--- src/rkcb_pkg.sv ---
// shared types, constants and helpers of the border-renormalising convolution block
package rkcb_pkg;

    localparam int MAX_HEIGHT = 4096;
    localparam int SUM_W      = 48;

    localparam logic [1:0] OP_LOAD  = 2'd0;
    localparam logic [1:0] OP_PIXEL = 2'd1;
    localparam logic [1:0] OP_FLUSH = 2'd2;
    localparam logic [1:0] OP_SPARE = 2'd3;

    localparam logic [1:0] CFG_WIDTH  = 2'd0;
    localparam logic [1:0] CFG_HEIGHT = 2'd1;
    localparam logic [1:0] CFG_ORDER  = 2'd2;
    localparam logic [1:0] CFG_KSUM   = 2'd3;

    typedef struct packed {
        logic [1:0]         opcode;
        logic [5:0]         tap_index;
        logic signed [23:0] tap_value;
        logic [15:0]        in_red;
        logic [15:0]        in_green;
        logic [15:0]        in_blue;
    } t_in_item;

    typedef struct packed {
        logic [9:0]  out_column;
        logic [11:0] out_row;
        logic [15:0] out_red;
        logic [15:0] out_green;
        logic [15:0] out_blue;
        logic        clipped;
        logic        zero_divisor;
        logic        frame_last;
    } t_out_item;

    typedef enum logic [5:0] {
        S_IDLE  = 6'b000001,
        S_TAPS  = 6'b000010,
        S_DRAIN = 6'b000100,
        S_DIVS  = 6'b001000,
        S_DIVW  = 6'b010000,
        S_OUT   = 6'b100000
    } t_state;

    // q8 product truncated toward zero to an integer
    function automatic logic signed [32:0] trunc_q8(input logic signed [40:0] p);
        logic signed [40:0] t;
        t = p[40] ? (p + 41'sd255) : p;
        return 33'(t >>> 8);
    endfunction

endpackage

--- src/rkcb_div.sv ---
// iterative 16-bit quotient divider with saturation, one bit per cycle
module rkcb_div (
    input  logic                       i_clk,
    input  logic                       i_rst_n,
    input  logic                       i_start,
    input  logic [rkcb_pkg::SUM_W-1:0] i_num,
    input  logic [31:0]                i_den,
    output logic                       o_done,
    output logic [15:0]                o_quot,
    output logic                       o_clip
);
    logic        r_busy;
    logic        r_done;
    logic [4:0]  r_cnt;
    logic [31:0] r_rem;
    logic [15:0] r_low;
    logic [15:0] r_q;
    logic        r_clip;
    logic [31:0] r_den;
    logic [32:0] w_trial;
    logic        w_ge;

    assign w_trial = {r_rem, r_low[15]};
    assign w_ge    = (w_trial >= {1'b0, r_den});

    always_ff @(posedge i_clk) begin
        if (!i_rst_n) begin
            r_busy <= 1'b0;
            r_done <= 1'b0;
        end else begin
            if (i_start) begin
                r_den <= i_den;
                // quotient of num*256/den overflows 16 bits when num >= den*256
                if (i_num >= {8'd0, i_den, 8'd0}) begin
                    r_q    <= 16'hFFFF;
                    r_clip <= 1'b1;
                    r_done <= 1'b1;
                end else begin
                    r_clip <= 1'b0;
                    r_done <= 1'b0;
                    r_rem  <= 32'(i_num >> 8);
                    r_low  <= {i_num[7:0], 8'd0};
                    r_cnt  <= 5'd16;
                    r_busy <= 1'b1;
                end
            end else if (r_busy) begin
                r_rem <= w_ge ? 32'(w_trial - {1'b0, r_den}) : w_trial[31:0];
                r_low <= {r_low[14:0], 1'b0};
                r_q   <= {r_q[14:0], w_ge};
                r_cnt <= r_cnt - 5'd1;
                if (r_cnt == 5'd1) begin
                    r_busy <= 1'b0;
                    r_done <= 1'b1;
                end
            end
        end
    end

    // done stays high until the next start
    assign o_done = r_done;
    assign o_quot = r_q;
    assign o_clip = r_clip;
endmodule

--- config.mk ---
export PLATFORM = sky130hd
export DESIGN_NAME = rkcb_div
export DESIGN_NICKNAME = d
export VERILOG_FILES = /design/src/rkcb_pkg.sv /design/src/rkcb_div.sv
export SDC_FILE = /design/constraint.sdc
export NUM_CORES = 1
export LEC_CHECK = 0
export BUFFER_PORTS_ARGS = -buffer_cell sky130_fd_sc_hd__buf_2
export CORE_MARGIN = 4
export CORE_UTILIZATION = 45
export DETAILED_ROUTE_END_ITERATION = 12
export PLACE_DENSITY = 0.64
export SYNTH_ARGS = -nofsm -noshare
export SYNTH_HDL_FRONTEND = slang
export SYNTH_SLANG_ARGS = --single-unit
--- constraint.sdc ---
create_clock -name i_clk -period 9.81 [get_ports i_clk]
set_input_delay 0.981 -clock i_clk [delete_from_list [all_inputs] [get_ports i_clk]]
set_output_delay 0.981 -clock i_clk [all_outputs]
set_load 0.02 [all_outputs]
[After elaboration in Yosys (flattened, before gate mapping)]
Index checks and enable logic that the tools add are counted.
Word-level totals
  register bits after elaboration: 104
  output and inout bits: 18
  word-level logic and storage cells: 42
Cells by class
  add/sub/neg operators: 2
  magnitude comparators: 2
  equality and inequality tests: 3
  mux-type cells: 21
  reduce and logical (&&, ||, !) cells: 6
Operator list (count)
  $mux 32: 4
  $mux 16: 6
  $ge 48x40->1: 1
  $ge 33x32->1: 1
  $sub 32x32->32: 1
  $mux 5: 3
  $mux 1: 8
  $reduce_and 3->1: 2
  $eq 5x1->1 const B: 1
  $sub 5x1->5 const B: 1
  $reduce_and 2->1: 2
  $reduce_bool 2->1: 2
  $ne 2x1->1 const B: 1
  $ne 2x2->1 const B: 1

[Depth between registers and ports, before layout]
Gate-level depths: netlist of run 1.
  depth in word-level cells: 4
  mapped depth: 12
  gate-level depth less buffers: 12

[Least setup slack after synthesis of run 1]
No wires, ideal clock.
  kind: input port to flip-flop
  from: input port i_den[29]
  to: register r_cnt[0], enable pin
  setup time: 0.463 ns
  arrival time: 4.597 ns
  data required time: 9.347 ns
  path slack: 4.751 ns
  stages on the path: 10
  path through: inv_1 ha_1 a21o_1 a21o_1 a21oi_1 nor4b_1 o221ai_1 o21ai_0 inv_1 a21oi_1
Between the ends
  cells in the longest elaborated chain, start to end: 3
Ends and longest elaborated chain
  from (decl): line rkcb_div.sv:7  | input logic [31:0] i_den,
  $ge 48x40->1: line rkcb_div.sv:34  | if (i_num >= {8'd0, i_den, 8'd0}) begin
  $ne 2x2->1 (no line)
  $reduce_and 3->1 (no line)
  to (signal assigned): line rkcb_div.sv:50  | r_cnt <= r_cnt - 5'd1;
  to (decl): line rkcb_div.sv:14  | logic [4:0] r_cnt;
Every way passes these cells.
A chain may end at the register's enable or synchronous reset.

[Final worst setup path of run 1]
  from: input port i_num[37] in the netlist's numbering
  to: register r_rem[9], enable pin
Between the ends
  cells in the longest elaborated chain, start to end: 3
Ends and longest elaborated chain
  from (decl): line rkcb_div.sv:6  | input logic [rkcb_pkg::SUM_W-1:0] i_num,
  $ge 48x40->1: line rkcb_div.sv:34
  $ne 2x2->1 (no line)
  $reduce_and 3->1 (no line)
  to (signal assigned): line rkcb_div.sv:41  | r_rem <= 32'(i_num >> 8);
  to (signal assigned): line rkcb_div.sv:47  | r_rem <= w_ge ? 32'(w_trial - {1'b0, r_den}) : w_trial[31:0];
  to (decl): line rkcb_div.sv:15  | logic [31:0] r_rem;
Every way passes these cells.

==> impl_metrics.ini, run 1 <==
[worst_setup_path]
critPathMaxStageDelay_ns = 0.55
cp_data_required_time_ns = 9.80
path_common_cell = a21o_1
end_kind = flop
worstPathMaxFanout = 45
r2r_cells = 9
r2r_slack_ns = 6.20
startpoint_type = input pin
crit_cells = 11
criticalPathCategory = in2reg
cp_top_family = compound AO/OA/AOI/OAI gates
arrival_ns = 3.78
crit_buf_inv = 3
cp_cell_sequence = buf_2 > ha_1 > a21o_1 > a21o_1 > a21oi_1 > nor4b_1 > o221ai_1 > o21ai_0 > inv_1 > a21oi_4 > buf_4
cpMaxStageDelayCell = buf_4

[finish]
final_common_cell = buf_2
multi_input_area_mm2 = 0.00345
nNetsFinal = 915
diodes = 0
drive_gt1_share_pct = 20.6
syn2layout_area_growth_pct = 14.0
final_cell_mix = buf_2 (100), edfxtp_1 (94), inv_1 (84), ha_1 (66)
register_area_mm2 = 0.00286
fillers = 1360
finalCoreUtilization_pct = 52.6

[timing]
whs_ns = 0.535
timing.final.crit_share_pct = 38.7
hold_viol_final = 0
drv_slew = 0
finalSetupViolCount = 0
fin_crit_ns = 3.79
skew_ns = 0.00716
slew_headroom_pct = 36.0
tns_ns = 0
rsz0062_at_grt = no
worst_pin_slew_ns = 0.936
clock.fmax_mhz = 264

[synthesis]
ys_top_cells_by_area = edfxtp_1 (42%), ha_1 (12%), inv_1 (4.7%)
synthSimpleGateAreaFrac_pct = 13.6
synth.distinct_cells = 64
synth_top_family_by_area = compound AO/OA/AOI/OAI gates
seq_area_frac_synth_pct = 42.5
synth_top_flop_cell = edfxtp_1
yosysTopAreaCellShare_pct = 41.9
synth_xor_area_share_pct = 3.12
synth.area.mux_share_pct = 4.01
netlist_area_mm2 = 0.00673
synth_compound_area_share_pct = 17.8
async_flop_share_pct = 0
syn_area_per_cell_um2 = 10.1
synth_cells = 670
synth-adder-area-share_pct = 12.6
yosysTopAreaCell = edfxtp_1
synth-edff-count = 94
ys_warn_count = 0
ys_ff_latch = 96
synth_fp_nets = 820

[clock_network]
cts_resized = 0
postCtsHoldBufs = 0
clk_latency_ns = 0.36
cts.sinks = 96
post_cts_buffers = 0
cts_max_path_buffers = 2
clk_pin_slew_ns = 0.07
htree_num_levels = 3
numCtsBuffers = 9
cts_root_buf = clkbuf_16
cts_tree = built

[detailed_routing]
topRoutingLayerUsed = met4
routed-wl-met2_um = 7440
drt-total-wl_um = 16200
ant_nets = 0
wl_per_cell_um = 17.0
via_per_inst = 5.56
drt_pass1_iterations = 4
dr_wl_met3_um = 787
drt_iter0_drc = 269
drc_errors = 0
m1WireLength_um = 7760
num_vias = 5308

[worst_hold_path]
worst_hold_path.num_cells = 1
hp-class = reg2reg

[power_and_ir_drop]
p_per_area_mw_per_mm2 = 141
power_leakage_nw = 3.48
peakVddDrop_v = 0.0000888

[floorplan]
start_util_pct = 46.2
dieArea_mm2 = 0.0170
core.rowCount = 44
ios = 101
coreArea_mm2 = 0.0146
die_h_um = 130
die_w_um = 130

[grt]
grt_pass1_wl_um = 26200
grt_pass1_vias = 5335
antenna_found_initial = 0
globalRoute.totalOverflow = 0
grt_start_max_net_pins = 56
grtUsageTotal_pct = 19.5

[placement]
dp_hpwl_um = 12100
portBuffers = 100
gp_congestion = 0.921

[job]
max-cap-violations = 0

[status]
status = finished clean
## per-stage QoR
| stage | power (W) | setup WS, ns | cells | area, um^2 |
|---|---|---|---|---|
| after floorplan | 0.000670 | 4.75 | 670 | 6730 |
| final | 0.00108 | 6.02 | 954 | 7680 |
| after CTS | 0.00109 | 5.97 | 954 | 7680 |
| after detailed placement | 0.000738 | 5.62 | 938 | 7390 |
| after global routing | 0.00113 | 5.83 | 954 | 7680 |
| after global placement | 0.000735 | 5.65 | 938 | 7390 |
## report_power, final
group          switching [W]  total, W  internal, W
combinational       0.000143  0.000248     0.000105
clock               0.000171  0.000348     0.000177
sequential        0.00000780  0.000483     0.000475
total               0.000322   0.00108     0.000757
## layout make-up
| class | count | share of cell area (%) |
|---|---|---|
| flip-flops and latches | 96 | 37.3 |
| clock inverters | 7 | 0.831 |
| well taps | 184 | 3.00 |
| multi-input cells | 470 | 44.9 |
| inverters | 84 | 4.11 |
| repair buffers | 104 | 6.91 |
| clock buffers | 9 | 2.93 |
## cell usage after synthesis, types with 3 or more instances
master    number
nand2_1       39
nand3_1       12
nor4b_1        3
edfxtp_1      94
a221o_1        5
xor2_1        10
nand2b_1       5
mux2_2         8
ha_1          66
and2_1         5
xnor2_1       14
inv_1         84
o21a_1         5
and3_1        13
o22a_1         3
clkbuf_1      10
a211oi_1       6
o211ai_1       4
a21boi_0       4
a21oi_1       46
a21o_1        29
buf_6          5
buf_1          3
a31oi_1       12
nand4_1       16
a31o_2         4
or3_1          5
mux2i_1       18
nor3_1         6
o21ai_0       29
nor2_1        45
or2_2         16
nor4_1         4
## layer usage
| metal | global-route usage (%) | up-vias |
|---|---|---|
| li1 | - | 2644 |
| met1 | 27.4 | 2543 |
| met4 | 4.72 | 0 |
| met5 | 0 | - |
| met2 | 30.9 | 108 |
| met3 | 4.38 | 13 |
## cells by family after synthesis
kind of cell	Yosys count
XOR/XNOR	24
buffers and inverters	104
multiplexers	26
AND/OR/NAND/NOR	179
flip-flops	96
AO/OA/AOI/OAI	174
adder cells (fa/ha/maj)	67
## worst reg2reg max path, delay by kind of cell (launching register included)
kind            cells  cell delay, ns
compound gates      6            2.09
simple gates        2            0.46
flops               1            0.41
fa+ha+maj           1            0.40
## worst paths after layout
kind | endpoint | start
min | o_quot[4]$_SDFFCE_PP1P_ | o_quot[3]$_SDFFCE_PP1P_
max reg2reg | r_rem[30]$_DFFE_PP_ | r_rem[5]$_DFFE_PP_
min reg2reg | o_quot[4]$_SDFFCE_PP1P_ | o_quot[3]$_SDFFCE_PP1P_
max | r_rem[9]$_DFFE_PP_ | i_num[37]
## sequential cells by signal, summed over array words and instances (netlist names)
register / count
r_cnt: 5
o_quot: 16
o_clip: 1
o_done: 1
r_den: 32
r_busy: 1
r_rem: 32
r_low: 8
No activity file was read; power rests on OpenSTA's default activity.
==> inputs of run 2 (changes only) <==
- clock period: 9.81 -> 3.6 ns (I/O delays scaled with it)
==> run 2 against run 1 <==
Clock-buffer cell count did not move; routed wire length rose by 0.59%; power rose to 2.8 times the previous value; sequential cell count did not move; final cell count rose by 0.63%; sequential share of layout area fell by 0.37 points; register-to-register slack got worse by 5.9 ns; worst hold slack got worse by 0.34 ns; critical path type is now reg2reg; critical endpoint is now r_rem[22]$_DFFE_PP_; largest cell class unchanged; largest power group unchanged.
==> impl_metrics.ini, run 2 (synthesis gave the netlist of run 1 again) <==
[status]
status = finished clean

[finish]
drive_gt1_share_pct = 21.3
syn2layout_area_growth_pct = 15.1
final_common_cell = buf_2
final_cell_mix = buf_2 (100), edfxtp_1 (94), inv_1 (84), ha_1 (66)
diodes = 0
multi_input_area_mm2 = 0.00345
fillers = 1360
register_area_mm2 = 0.00286
nNetsFinal = 922

[floorplan]
die_w_um = 130
die_h_um = 130
core.rowCount = 44
dieArea_mm2 = 0.0170
ios = 101
start_util_pct = 46.2
coreArea_mm2 = 0.0146

[timing]
timing.final.crit_share_pct = 90.5
worst_pin_slew_ns = 0.664
fin_crit_ns = 3.26
clock.fmax_mhz = 307
whs_ns = 0.193
rsz0062_at_grt = no
slew_headroom_pct = 55.7
hold_viol_final = 0
skew_ns = 0.0137
finalSetupViolCount = 0
tns_ns = 0
drv_slew = 0

[detailed_routing]
drt_pass1_iterations = 4
via_per_inst = 5.49
num_vias = 5273
ant_nets = 0
drt-total-wl_um = 16300
wl_per_cell_um = 17.0
drt_iter0_drc = 345
drc_errors = 0

[worst_setup_path]
startpoint_type = flop
r2r-end = r_rem[22]$_DFFE_PP_
r2r_start = r_low[15]$_DFFE_PP_
cpMaxStageDelayCell = fa_1
end_kind = flop
cp_data_required_time_ns = 3.69
worstPathMaxFanout = 5
r2r_cells = 12
arrival_ns = 3.35
criticalPathCategory = reg2reg
r2r_slack_ns = 0.34
critPathMaxStageDelay_ns = 0.39
cp_cell_sequence = inv_1 > ha_1 > inv_1 > fa_1 > a21oi_1 > o21ai_0 > a21o_1 > a221oi_4 > o21ai_0 > a31oi_1 > and4_4 > nor3_2

[grt]
grtUsageTotal_pct = 19.7
globalRoute.totalOverflow = 0
grt_pass1_vias = 5335
grt_start_max_net_pins = 33
grt_pass1_wl_um = 26400
antenna_found_initial = 0

[job]
max-cap-violations = 0

[clock_network]
htree_num_levels = 3
clk_latency_ns = 0.35
cts.sinks = 96
clk_pin_slew_ns = 0.07
cts_max_path_buffers = 2
cts_tree = built
postCtsHoldBufs = 0
cts_root_buf = clkbuf_16
cts_resized = 0
numCtsBuffers = 9
post_cts_buffers = 0

[placement]
gp_congestion = 0.881
dp_hpwl_um = 12700
portBuffers = 100

[worst_hold_path]
hp-start = i_den[29]
worst_hold_path.num_cells = 1
hp-class = in2reg
min_to = r_den[29]$_DFFE_PP_

[power_and_ir_drop]
p_per_area_mw_per_mm2 = 387
power_leakage_nw = 3.52
peakVddDrop_v = 0.000326
[run 2: changes by cell type in the layout (fill, tap and decap cells not counted), sizes merged]
cell and delta:
inv +1, clkinv -3, bufinv +1, buf +7
[run 2: final cells by class]
cell class              instances  area share [%]
multi-input cells             470            44.5
flip-flops and latches         96            36.9
clock buffers                   9            2.90
well taps                     184            2.97
inverters                      84            4.07
clock inverters                 6           0.968
repair buffers                111            7.68
[run 2: worst max-delay path by stage]
stage	from	endpoint	slack, ns	cells after the start
final	r_low[15]$_DFFE_PP_	r_rem[22]$_DFFE_PP_	0.34	12
after detailed placement	i_num[37]	r_low[14]$_DFFE_PP_	0.07	11
after global routing	r_low[15]$_DFFE_PP_	r_rem[24]$_DFFE_PP_	0.19	12
after global placement	i_den[29]	r_low[10]$_DFFE_PP_	0.22	12
after floorplan	i_den[29]	r_cnt[0]$_SDFFCE_PP0P_	0.16	10
after CTS	r_low[15]$_DFFE_PP_	r_rem[24]$_DFFE_PP_	0.36	12
[run 2: power by group]
group,switching (W),leakage [nW],total (W),internal (W)
registers,0.0000197,0.875,0.00131,0.00129
logic,0.000392,2.50,0.000684,0.000292
clock network,0.000454,0.145,0.00100,0.000548
total,0.000866,3.52,0.00300,0.00213
[run 2: layer usage]
layer  GRT usage (%)  vias to the layer above  wire, um
met5               0                        -         0
met4            4.54                        0       183
met3            4.42                       15       875
met2            31.4                      122      7530
met1            27.6                     2479      7690
li1                -                     2657         -
[run 2: worst max-delay path, delay by kind of cell, from the launching register on]
family          cells  cell delay (ns)
simple gates        2             0.30
flops               1             0.37
compound gates      6             1.64
buf+inv             2             0.14
fa+ha+maj           2             0.55
[run 2: stage by stage]
| step | setup WS, ns | total power [W] | instance area (um^2) | util (%) | instances |
|---|---|---|---|---|---|
| 3_5_place_dp | 0.0658 | 0.00202 | 7450 | 51.1 | 945 |
| 3_3_place_gp | 0.224 | 0.00201 | 7450 | 51.1 | 945 |
| 2_1_floorplan | 0.162 | 0.00183 | 6740 | - | 670 |
| 4_1_cts | 0.357 | 0.00303 | 7750 | 53.1 | 960 |
| 5_1_grt | 0.192 | 0.00317 | 7750 | 53.1 | 960 |
| 6_report | 0.342 | 0.00300 | 7750 | 53.1 | 960 |
