<file path="src/rkcb_ram.sv">
// generic simple dual-port ram with registered read
module rkcb_ram #(
    parameter int WIDTH = 8,
    parameter int DEPTH = 16
) (
    input  logic                                 i_clk,
    input  logic                                 i_we,
    input  logic [(DEPTH > 1 ? $clog2(DEPTH) : 1)-1:0] i_waddr,
    input  logic [WIDTH-1:0]                     i_wdata,
    input  logic [(DEPTH > 1 ? $clog2(DEPTH) : 1)-1:0] i_raddr,
    output logic [WIDTH-1:0]                     o_rdata
);
    logic [WIDTH-1:0] r_mem [DEPTH];
    logic [WIDTH-1:0] r_rdata;

    always_ff @(posedge i_clk) begin
        if (i_we) begin
            r_mem[i_waddr] <= i_wdata;
        end
        r_rdata <= r_mem[i_raddr];
    end

    assign o_rdata = r_rdata;
endmodule

</file>
<file path="config.mk">
export PLATFORM = sky130hd
export DESIGN_NAME = rkcb_ram
export DESIGN_NICKNAME = d
export VERILOG_FILES = /design/src/rkcb_ram.sv
export SDC_FILE = /design/constraint.sdc
export NUM_CORES = 1
export LEC_CHECK = 0
export BUFFER_PORTS_ARGS = -buffer_cell sky130_fd_sc_hd__buf_2
export CAP_MARGIN = 10
export CORE_UTILIZATION = 55
export CTS_BUF_LIST = sky130_fd_sc_hd__clkbuf_2 sky130_fd_sc_hd__clkbuf_4 sky130_fd_sc_hd__clkbuf_8
export DETAILED_ROUTE_END_ITERATION = 10
export PLACE_DENSITY = 0.73
export SETUP_SLACK_MARGIN = 0.4
export SLEW_MARGIN = 20
export SYNTH_ARGS = -nofsm -noshare
export SYNTH_HDL_FRONTEND = slang
export SYNTH_SLANG_ARGS = --single-unit
export TNS_END_PERCENT = 20
</file>
<file path="constraint.sdc">
create_clock -name i_clk -period 2.05 [get_ports i_clk]
set_clock_uncertainty 0.1 [all_clocks]
set_input_delay 0.3075 -clock i_clk [delete_from_list [all_inputs] [get_ports i_clk]]
set_output_delay 0.3075 -clock i_clk [all_outputs]
set_load 0.1 [all_outputs]
</file>
Word level (Yosys, flattened, before mapping)
Memory sizes are Yosys's and may differ from the RTL's. A register that Yosys moved wholly into a read port is not among the register bits.
Index checks and enable logic that the tools add are counted.
Widths: inputs -> output; s select.

word-level totals
  latch bits = 0
  flip-flop bits (word level) = 0
  output and inout port bits = 8
  memory bits (read-only) = 0
  word-level logic and storage cells = 3
  bits in writable memories = 128
  memories = 1

memory list
  memory  words  width  rd ports  clocked after memory_dff  wr ports  line  source
  r_mem   16     8      1         1                         1         13    logic [WIDTH-1:0] r_mem [DEPTH];

cells by class
  reductions and logical operators = 0
  bitwise gates (word level) = 0
  shift-type cells = 0
  equality and inequality tests = 0
  mux-type cells = 2
  div/mod/pow operators = 0
  $mul = 0
  add/sub/neg operators = 0
  order comparisons = 0

operators with widths
  kind    number
  $mux 1  2

Depth between registers and ports, before layout
Gate-level depths: netlist of the first run.

  depth after elaboration = 2
  depth in mapped cells = 5
  depth with buffers taken out = 3

Worst setup path before layout of the first run
No wires, ideal clock.

  path type = input to register
  from = input i_waddr[2] in the netlist's numbering
  to = memory r_mem[0][0] (enable)
  slack = 0.150 ns
  required time = 1.567 ns
  stages on the path = 2
  data arrival time = 1.417 ns
  path through = or3b_2 -> nor3_1

RTL lines
  element          line  source
  start, declared  8     input logic [(DEPTH > 1 ? $clog2(DEPTH) : 1)-1:0] i_waddr,
  end, declared    13

Straight into the memory's write port.

Worst setup path in the final report of the first run
  from = register r_rdata[3] (netlist: o_rdata[3]), read port of r_mem
  to = output o_rdata[3]

RTL lines
  element          line  source
  start, declared  14    logic [WIDTH-1:0] r_rdata;
  end, declared    11    output logic [WIDTH-1:0] o_rdata

No word-level cell between the ends.

==> results of run 1 <==
per-stage QoR:
step | cell area (sq um) | std cells
5_1_grt | 5970 | 405
2_1_floorplan | 5150 | 229
3_3_place_gp | 5510 | 373
4_1_cts | 5970 | 405
6_report | 5970 | 405
3_5_place_dp | 5510 | 373
synth_stat cells:
library cell	number	area (sq um)
nor3_1	4	20.0
clkdlybuf4s25_2	3	30.0
a22oi_1	16	120
buf_2	3	15.0
and2_1	1	6.26
mux4_1	14	368
nand2_1	9	33.8
nor2b_1	1	6.26
or3b_2	1	8.76
nand2b_1	2	12.5
and2b_1	1	7.51
nand3b_1	2	15.0
nand3_1	1	5.00
dfxtp_1	8	160
nor2_1	13	48.8
buf_4	1	7.51
buf_6	3	33.8
edfxtp_1	128	3840
mux4_2	18	405
report_power, final:
part	leakage [nW]	internal [mW]	switching, mW
Clock	0.227	1.51	0.964
Combinational	0.592	0.129	0.290
Sequential	1.22	3.11	0.0179
Total	2.04	4.74	1.27
metal layers:
| metal | up-vias | GRT usage, % | share of wire (%) | wire, microns |
|---|---|---|---|---|
| met5 | - | 0 | 0 | 0 |
| met4 | 0 | 9.18 | 2.0 | 183 |
| met3 | 22 | 5.89 | 5.8 | 524 |
| met2 | 88 | 32.6 | 50 | 4500 |
| met1 | 1207 | 28.4 | 42 | 3790 |
| li1 | 1082 | - | - | - |
state kept, by name, indices dropped and copies added (netlist names):
signal and cells:
o_rdata 8, r_mem 128
final timing paths:
kind	slack [ns]	cells past startpoint	to
worst min register to register	0.57	3	o_rdata[1]$_DFF_P_
worst min-delay path	0.14	1	r_mem[5][0]$_DFFE_PP_
worst max register to register	0.58	3	o_rdata[2]$_DFF_P_
worst max-delay path	0.44	1	o_rdata[3]
kinds of logic after synthesis:
group / Yosys count / synth area share [%]
AOI/OAI and AO/OA: 16 / 2.33
DFF: 136 / 77.8
muxes: 32 / 15.0
buffers and inverters: 10 / 1.68
and+or+nand+nor: 35 / 3.18
layout make-up:
class	count	area (sq um)	share of cell area [%]
clock buffer	20	263	4.40
tap	108	135	2.26
clock inverter	12	200	3.35
sequential	136	4000	67.0
multi-input combinational	83	1060	17.8
timing repair buffer	46	310	5.19
==> impl_metrics.yaml, run 1 <==
clock_tree:
  postCtsHoldBufs: 0
  clock-sinks: 136
  worstSkewPairLatency_ns: 0.43
  cts_tree: "built"
  cts_setup_buffers: 0
  root_buffer: "clkbuf_8"
  cts_resized: 0
  clockBufferDepth: 2
  numCtsBuffers: 17
  cts.clk_slew.worst_paths_ns: 0.08
  htreeDepth: 4
critical_path:
  crit_path_max_incr_delay_ns: 0.43
  cp_max_fo: 1
  cp.arrival_ns: 1.20
  worstPathCellList: "buf_2"
  critPathKind: "reg2out"
  cp_top_family: "buffers and inverters"
  rr_startpoint: "r_mem[0][2]$_DFFE_PP_"
  cp.required_ns: 1.64
  worst_setup_path_end_kind: "output pin"
  critical_path.startpoint: "o_rdata[3]$_DFF_P_"
  worst-path-buf-inv: 1
  worstSetupStartpointType: "register"
  critPathSlowestCell: "buf_2"
final_layout:
  final_cell_mix: "edfxtp_1 (128), buf_2 (24), buf_4 (19), mux4_2 (18), clkbuf_8 (18)"
  final_nets: 302
  final_util_pct: 67.2
  area_growth_pct: 16.1
  final_common_cell: "edfxtp_1"
  drive_above_1_share_pct: 32.7
  diodes: 0
  n_fill_cell: 543
worst_hold_path:
  hp-class: "in2reg"
  min_from: "i_wdata[0]"
yosys:
  synth-seq-cells: 136
  synth_fp_nets: 247
  ys_types: 19
  ys_warn_count: 0
  syn_area_sq_um: 5150
  avgSynthCellArea_sq_um: 22.5
  syn-instance-count: 229
  synth-seq-area-share_pct: 77.8
pwr:
  power_density_nw_per_um2: 1010
  power.total_mw: 6.01
  p_leak_nw: 2.04
  ir_drop_v: 0.000472
global_routing:
  grt_first_pass_wirelength_mm: 14.3
  grt_pass1_vias: 2494
  antenna_found_initial: 0
  grt_overflow: 0
  grt_max_degree: 33
  grt_util_all_layers_pct: 21.0
floorplan:
  rows: 34
  fp.coreArea_sq_um: 8890
  ios: 26
  start_util_pct: 57.9
  die_w_microns: 98.7
  die-area_sq_um: 9750
  die_h_microns: 98.7
timing:
  tns_ns: 0
  max_freq_mhz: 622
  period_minus_slack_ns: 1.61
  finalSetupViolCount: 0
  finalHoldViolCount: 0
  worst_pin_slew_ns: 0.496
  drv_slew: 0
  slew-limit-headroom_pct: 67.2
  hold-worst-slack_ns: 0.144
  rsz0062_at_grt: "true"
  layout_setup_ws_ns: 0.442
  layout_worst_path_cycle_share_pct: 78.4
place:
  gp_congestion: 0.723
  io_buffers: 25
  dp_hpwl_mm: 5.87
  dpl_worst_slack_ns: 0.178
route:
  avgViaCountPerCell: 5.92
  first_pass_iters: 5
  wirelength_mm: 9.00
  initialDrtViolationCount: 181
  vias: 2399
  drc: 0
  routedWlPerCell_microns: 22.2
  antenna_left: 0
status:
  outcome: "finished, final reports clean"
job:
  maxCapViolations: 0
(Power assumes the default switching activity.)
==> inputs of run 2 (changes only) <==
==> constraint.sdc (replaced) <==
create_clock -name i_clk -period 1.7 [get_ports i_clk]
set_clock_uncertainty 0.1 [all_clocks]
set_input_delay 0.255 -clock i_clk [delete_from_list [all_inputs] [get_ports i_clk]]
set_output_delay 0.255 -clock i_clk [all_outputs]
set_load 0.1 [all_outputs]
==> run 2 against run 1 <==
  * Non-clock buffer count grew 5
  * Final cell count is 1.2% higher
  * Clock power up 9.3%
  * Cell area up 2.2%
  * Register-to-register slack worse by 0.26 ns
  * First-iteration DRC count grew 13%
  * Global-route usage grew 1.6 points
  * Die area did not move
  * Largest power group unchanged
  * Highest routed layer unchanged
==> impl_metrics.yaml, run 2 (same netlist as run 1, synthesis figures left out) <==
status:
  outcome: "finished, final reports clean"
floorplan:
  fp.coreArea_sq_um: 8890
  die_h_microns: 98.7
  rows: 34
  ios: 26
  die_w_microns: 98.7
  start_util_pct: 57.9
  die-area_sq_um: 9750
final_layout:
  largest_reg_flops: 128
  n_fill_cell: 552
  area_growth_pct: 18.6
  regMostFlops: "r_mem"
  fin_cells: 410
  final_nets: 307
  stdcell_area_sq_um: 6100
  final_common_cell: "edfxtp_1"
  diodes: 0
  final_cell_mix: "edfxtp_1 (128), mux4_2 (31), buf_4 (21), clkbuf_8 (19), buf_2 (17)"
  drive_above_1_share_pct: 43.4
timing:
  tns_ns: 0
  rsz0062_at_grt: "true"
  slew-limit-headroom_pct: 41.7
  period_minus_slack_ns: 1.38
  layout_worst_path_cycle_share_pct: 81.4
  finalSetupViolCount: 0
  max_freq_mhz: 723
  worst_pin_slew_ns: 0.871
  hold-worst-slack_ns: 0.102
  finalHoldViolCount: 0
  drv_slew: 0
  layout_setup_ws_ns: 0.316
clock_tree:
  root_buffer: "clkbuf_8"
  htreeDepth: 4
  worstSkewPairLatency_ns: 0.43
  cts_tree: "built"
  cts_setup_buffers: 0
  clock-sinks: 136
  clockBufferDepth: 2
  numCtsBuffers: 17
  cts.clk_slew.worst_paths_ns: 0.08
  postCtsHoldBufs: 0
pwr:
  clock_power_share_pct: 38.2
  switchingPower_mw: 1.59
  power_density_nw_per_um2: 1160
  ir_drop_v: 0.000568
  combPwrFrac_pct: 8.3
  p_int_mw: 5.48
  p_leak_nw: 2.03
  p_sw_share_pct: 22.5
  p_seq_share_pct: 53.5
global_routing:
  antenna_found_initial: 0
  grt_max_degree: 18
  grt_overflow: 0
  grt_util_all_layers_pct: 22.6
  grt_pass1_vias: 2614
  grt_first_pass_wirelength_mm: 15.1
job:
  maxCapViolations: 0
critical_path:
  cp.required_ns: 1.91
  critPathKind: "reg2reg"
  worst_setup_path_end_kind: "register"
  r2r_slack_ns: 0.32
  cp.arrival_ns: 1.59
  worstSetupStartpointType: "register"
  cp_max_fo: 1
route:
  vias: 2440
  first_pass_iters: 4
  routedWlPerCell_microns: 23.8
  wirelength_mm: 9.77
  avgViaCountPerCell: 5.95
  antenna_left: 0
  initialDrtViolationCount: 205
  drc: 0
place:
  placed_area_sq_um: 5580
  dp_cells: 378
  io_buffers: 25
  dp_hpwl_mm: 6.34
  dpl_worst_slack_ns: -0.101
  gp_congestion: 0.735
worst_hold_path:
  hp-class: "in2reg"
## run 2: changes by cell type in the layout (fill, tap and decap cells not counted), moves of 6 or more
cell,before,now
buf_12,2,8
mux4_2,18,31
a22oi_1,16,9
buf_2,24,17
a22oi_2,0,7
mux4_1,14,1
## run 2: final cells by class
cell class / instances / area [sq um] / area share, %
multi-input combinational: 83 / 1080 / 17.7
timing repair buffer: 51 / 467 / 7.65
clock inverter: 13 / 153 / 2.50
clock buffer: 19 / 262 / 4.28
sequential: 136 / 4010 / 65.7
tap: 108 / 135 / 2.21
## run 2: worst paths after layout
check / endpoint / cells past startpoint / startpoint
setup / recovery: o_rdata[0]$_DFF_P_ / 3 / r_mem[3][0]$_DFFE_PP_
hold / removal: r_mem[13][1]$_DFFE_PP_ / 1 / i_wdata[1]
setup reg to reg: o_rdata[0]$_DFF_P_ / 3 / r_mem[3][0]$_DFFE_PP_
hold reg to reg: o_rdata[1]$_DFF_P_ / 3 / r_mem[4][1]$_DFFE_PP_
## run 2: power by group through the flow
| stage | Clock [mW] | Combinational [mW] | Sequential, mW |
|---|---|---|---|
| 6_report | 2.70 | 0.586 | 3.78 |
| 2_1_floorplan | 0 | 0.202 | 4.00 |
| 3_5_place_dp | 0 | 0.530 | 3.84 |
| 4_1_cts | 2.74 | 0.587 | 3.78 |
| 5_1_grt | 2.88 | 0.617 | 3.78 |
| 3_3_place_gp | 0 | 0.518 | 3.84 |
## run 2: timing repair
| action | 4_1_cts | 5_1_grt |
|---|---|---|
| resized for setup | 35 | 3 |
| pin swaps | 2 | 3 |
| endpoints found under the setup margin | 16 | 16 |
| cloned | 0 | 0 |
## run 2: per-layer routing
layer	GRT usage (%)	vias up	part of all wire, %
li1	-	1078	-
met1	31.4	1240	43
met2	33.7	106	49
met3	6.17	16	6.3
met4	10.9	0	2.4
met5	0	-	0
## run 2: stage by stage
step	power [mW]	util [%]
after floorplan	4.20	-
after global placement	4.36	62.8
after detailed placement	4.37	62.8
after CTS	7.11	68.6
after global routing	7.28	68.6
final	7.06	68.6
## run 2: critical path, cell delays in order, from the launching register on
cell and delay, ns:
edfxtp_1 0.39, mux4_2 0.49, a22oi_2 0.19, nand2_1 0.09
==> inputs of run 3 (changes only) <==
--- a/config.mk
+++ b/config.mk
@@ -5,12 +5,13 @@
 export SDC_FILE = /design/constraint.sdc
 export NUM_CORES = 1
 export LEC_CHECK = 0
+export ABC_AREA = 1
 export BUFFER_PORTS_ARGS = -buffer_cell sky130_fd_sc_hd__buf_2
 export CAP_MARGIN = 10
 export CORE_UTILIZATION = 55
 export CTS_BUF_LIST = sky130_fd_sc_hd__clkbuf_2 sky130_fd_sc_hd__clkbuf_4 sky130_fd_sc_hd__clkbuf_8
 export DETAILED_ROUTE_END_ITERATION = 10
-export PLACE_DENSITY = 0.73
+export PLACE_DENSITY = 0.75
 export SETUP_SLACK_MARGIN = 0.4
 export SLEW_MARGIN = 20
 export SYNTH_ARGS = -nofsm -noshare
==> constraint.sdc (replaced) <==
create_clock -name i_clk -period 1.13 [get_ports i_clk]
set_clock_uncertainty 0.1 [all_clocks]
set_input_delay 0.1695 -clock i_clk [delete_from_list [all_inputs] [get_ports i_clk]]
set_output_delay 0.1695 -clock i_clk [all_outputs]
set_load 0.1 [all_outputs]
==> run 3 against run 2 <==
  * The run now ends with hold timing, setup timing left
  * Routed wire length up 42%
  * Power up 51%
  * Highest routed layer unchanged
  * Non-clock buffer count up 6
  * Worst setup slack worse by 0.42 ns
  * Critical path type is now reg2out
==> impl_metrics.yaml, run 3 <==
clock_tree:
  clockBufferDepth: 2
  root_buffer: "clkbuf_8"
  clock-sinks: 136
  cts_tree: "built"
  worstSkewPairLatency_ns: 0.43
  cts.clk_slew.worst_paths_ns: 0.07
  numCtsBuffers: 17
  htreeDepth: 4
global_routing:
  grt_max_degree: 45
  antenna_found_initial: 0
  grt_util_all_layers_pct: 26.7
  grt_first_pass_wirelength_mm: 21.2
  grt_pass1_vias: 4020
  grt_overflow: 0
floorplan:
  die-area_sq_um: 10900
  fp.coreArea_sq_um: 10200
  die_w_microns: 104
  die_h_microns: 104
  rows: 37
  start_util_pct: 56.4
  ios: 26
timing:
  hold-worst-slack_ns: -0.0357
  finalHoldViolCount: 4
  rsz0062_at_grt: "true"
  layout_setup_ws_ns: -0.108
  finalSetupViolCount: 8
  slew-limit-headroom_pct: 69.7
  drv_slew: 0
  layout_worst_path_cycle_share_pct: 110
  worst_pin_slew_ns: 0.454
  max_freq_mhz: 808
  period_minus_slack_ns: 1.24
yosys:
  synth_compound_area_share_pct: 0
  synth_fp_nets: 569
  synth-simple-area-share_pct: 21.0
  synth_mux_area_share_pct: 0
  syn_area_sq_um: 5770
  ys_top_cells_by_area: "edfxtp_1 (67%), nand2_1 (11%), nand3_1 (8.4%)"
  synthAdderAreaFrac_pct: 0
  synthArstFlopShare_pct: 0
  syn-instance-count: 551
  synth_xor_area_share_pct: 0
  avgSynthCellArea_sq_um: 10.5
  synth-seq-area-share_pct: 69.4
  ys_warn_count: 0
  synth_edf_count: 128
  yosys.area.top_type: "edfxtp_1"
  ys_types: 12
  yosys.area.top_type_share_pct: 66.7
  synth_top_flop_cell: "edfxtp_1"
  synth.most_common_cell: "nand2_1"
  synth_common_cells: "nand2_1 (173), edfxtp_1 (128), inv_1 (100)"
  synth-seq-cells: 136
  synth_top_family_by_area: "simple AND/OR/NAND/NOR gates"
critical_path:
  worstSetupStartpointType: "register"
  worst_setup_path_end_kind: "output pin"
  cp_max_fo: 1
  critPathSlowestCell: "dfxtp_4"
  crit_path_max_incr_delay_ns: 0.37
  cp.required_ns: 0.86
  cp.depth: 1
  critPathKind: "reg2out"
  worstRegToRegCells: 6
  cp.arrival_ns: 0.97
  worst-path-buf-inv: 1
  cp_top_family: "flip-flops"
  worstPathCellList: "buf_12"
route:
  antenna_left: 0
  vias: 4021
  avgViaCountPerCell: 5.35
  first_pass_iters: 5
  wirelength_mm: 13.8
  initialDrtViolationCount: 370
  drc: 0
  routedWlPerCell_microns: 18.4
pwr:
  switchingPower_mw: 2.67
  p_sw_share_pct: 25.0
  p_seq_share_pct: 53.4
  power_density_nw_per_um2: 1460
  ir_drop_v: 0.00106
  p_leak_nw: 3.11
  p_int_mw: 8.00
  clock_power_share_pct: 34.6
  combPwrFrac_pct: 12.0
place:
  dp_cells: 719
  dp_hpwl_mm: 8.18
  gp_congestion: 0.868
  io_buffers: 25
status:
  outcome: "finished, violations left"
  violations: "hold timing, setup timing"
worst_hold_path:
  min_path_cells: 3
  hp-class: "in2reg"
final_layout:
  fin_cells: 752
  drive_above_1_share_pct: 32.0
  final_nets: 621
  largest_reg_flops: 128
  multi_input_area_sq_um: 1690
  n_fill_cell: 670
  diodes: 0
  final_cell_mix: "nand2_1 (154), edfxtp_1 (128), inv_1 (96), nand3_2 (56), nand3_1 (39)"
  register_area_sq_um: 4020
  area_growth_pct: 26.5
  final_common_cell: "nand2_1"
  final_util_pct: 71.3
  regMostFlops: "r_mem"
job:
  maxCapViolations: 0
[run 3: area by class of cell]
class	instances	area share (%)
multi-input combinational	289	23.2
clock inverter	9	1.08
timing repair buffer	57	8.95
tap	136	2.33
clock buffer	23	4.00
sequential	136	55.1
inverter	102	5.39
[run 3: repair_timing]
item,4_1_cts,5_1_grt
gates resized for setup,78,52
setup buffers,0,1
endpoints found under the setup margin,144,144
hold endpoints to repair,4,4
pin swaps,43,34
[run 3: final timing paths]
kind                           from            endpoint  slack [ns]
max reg2reg   r_mem[0][4]$_DFFE_PP_  o_rdata[4]$_DFF_P_        0.02
min                      i_raddr[3]  o_rdata[6]$_DFF_P_       -0.04
min reg2reg  r_mem[12][1]$_DFFE_PP_  o_rdata[1]$_DFF_P_        0.58
max              o_rdata[1]$_DFF_P_          o_rdata[1]       -0.11
[run 3: logic make-up after synthesis]
| kind of cell | after synthesis |
|---|---|
| buf+inv | 126 |
| flops | 136 |
| simple gates | 289 |
[run 3: routing by layer]
metal  global-route usage (%)  share of wire (%)  vias to the layer above
met4                     10.8                2.6                        0
li1                         -                  -                     1884
met1                     33.0                 38                     1927
met3                     5.95                6.3                       37
met5                        0                  0                        -
met2                     45.5                 53                      173
[run 3: power groups by stage]
stage          logic (mW)  clock network [mW]  registers, mW
2_1_floorplan       0.409                   0           6.02
3_3_place_gp         1.07                   0           5.80
3_5_place_dp         1.09                   0           5.80
4_1_cts              1.19                3.71           5.69
5_1_grt              1.35                3.93           5.70
6_report             1.28                3.70           5.69
[run 3: metrics by stage]
| step | power, mW | instance area (sq um) | TNS, ns | setup slack (ns) |
|---|---|---|---|---|
| finish | 10.7 | 7290 | -0.684 | -0.108 |
| global route | 11.0 | 7290 | -0.975 | -0.140 |
| CTS | 10.6 | 7070 | -0.855 | -0.135 |
| detailed placement | 6.89 | 6370 | -20.82 | -0.189 |
| global placement | 6.87 | 6370 | -18.25 | -0.175 |
| floorplan | 6.43 | 5820 | -0.841 | -0.0131 |
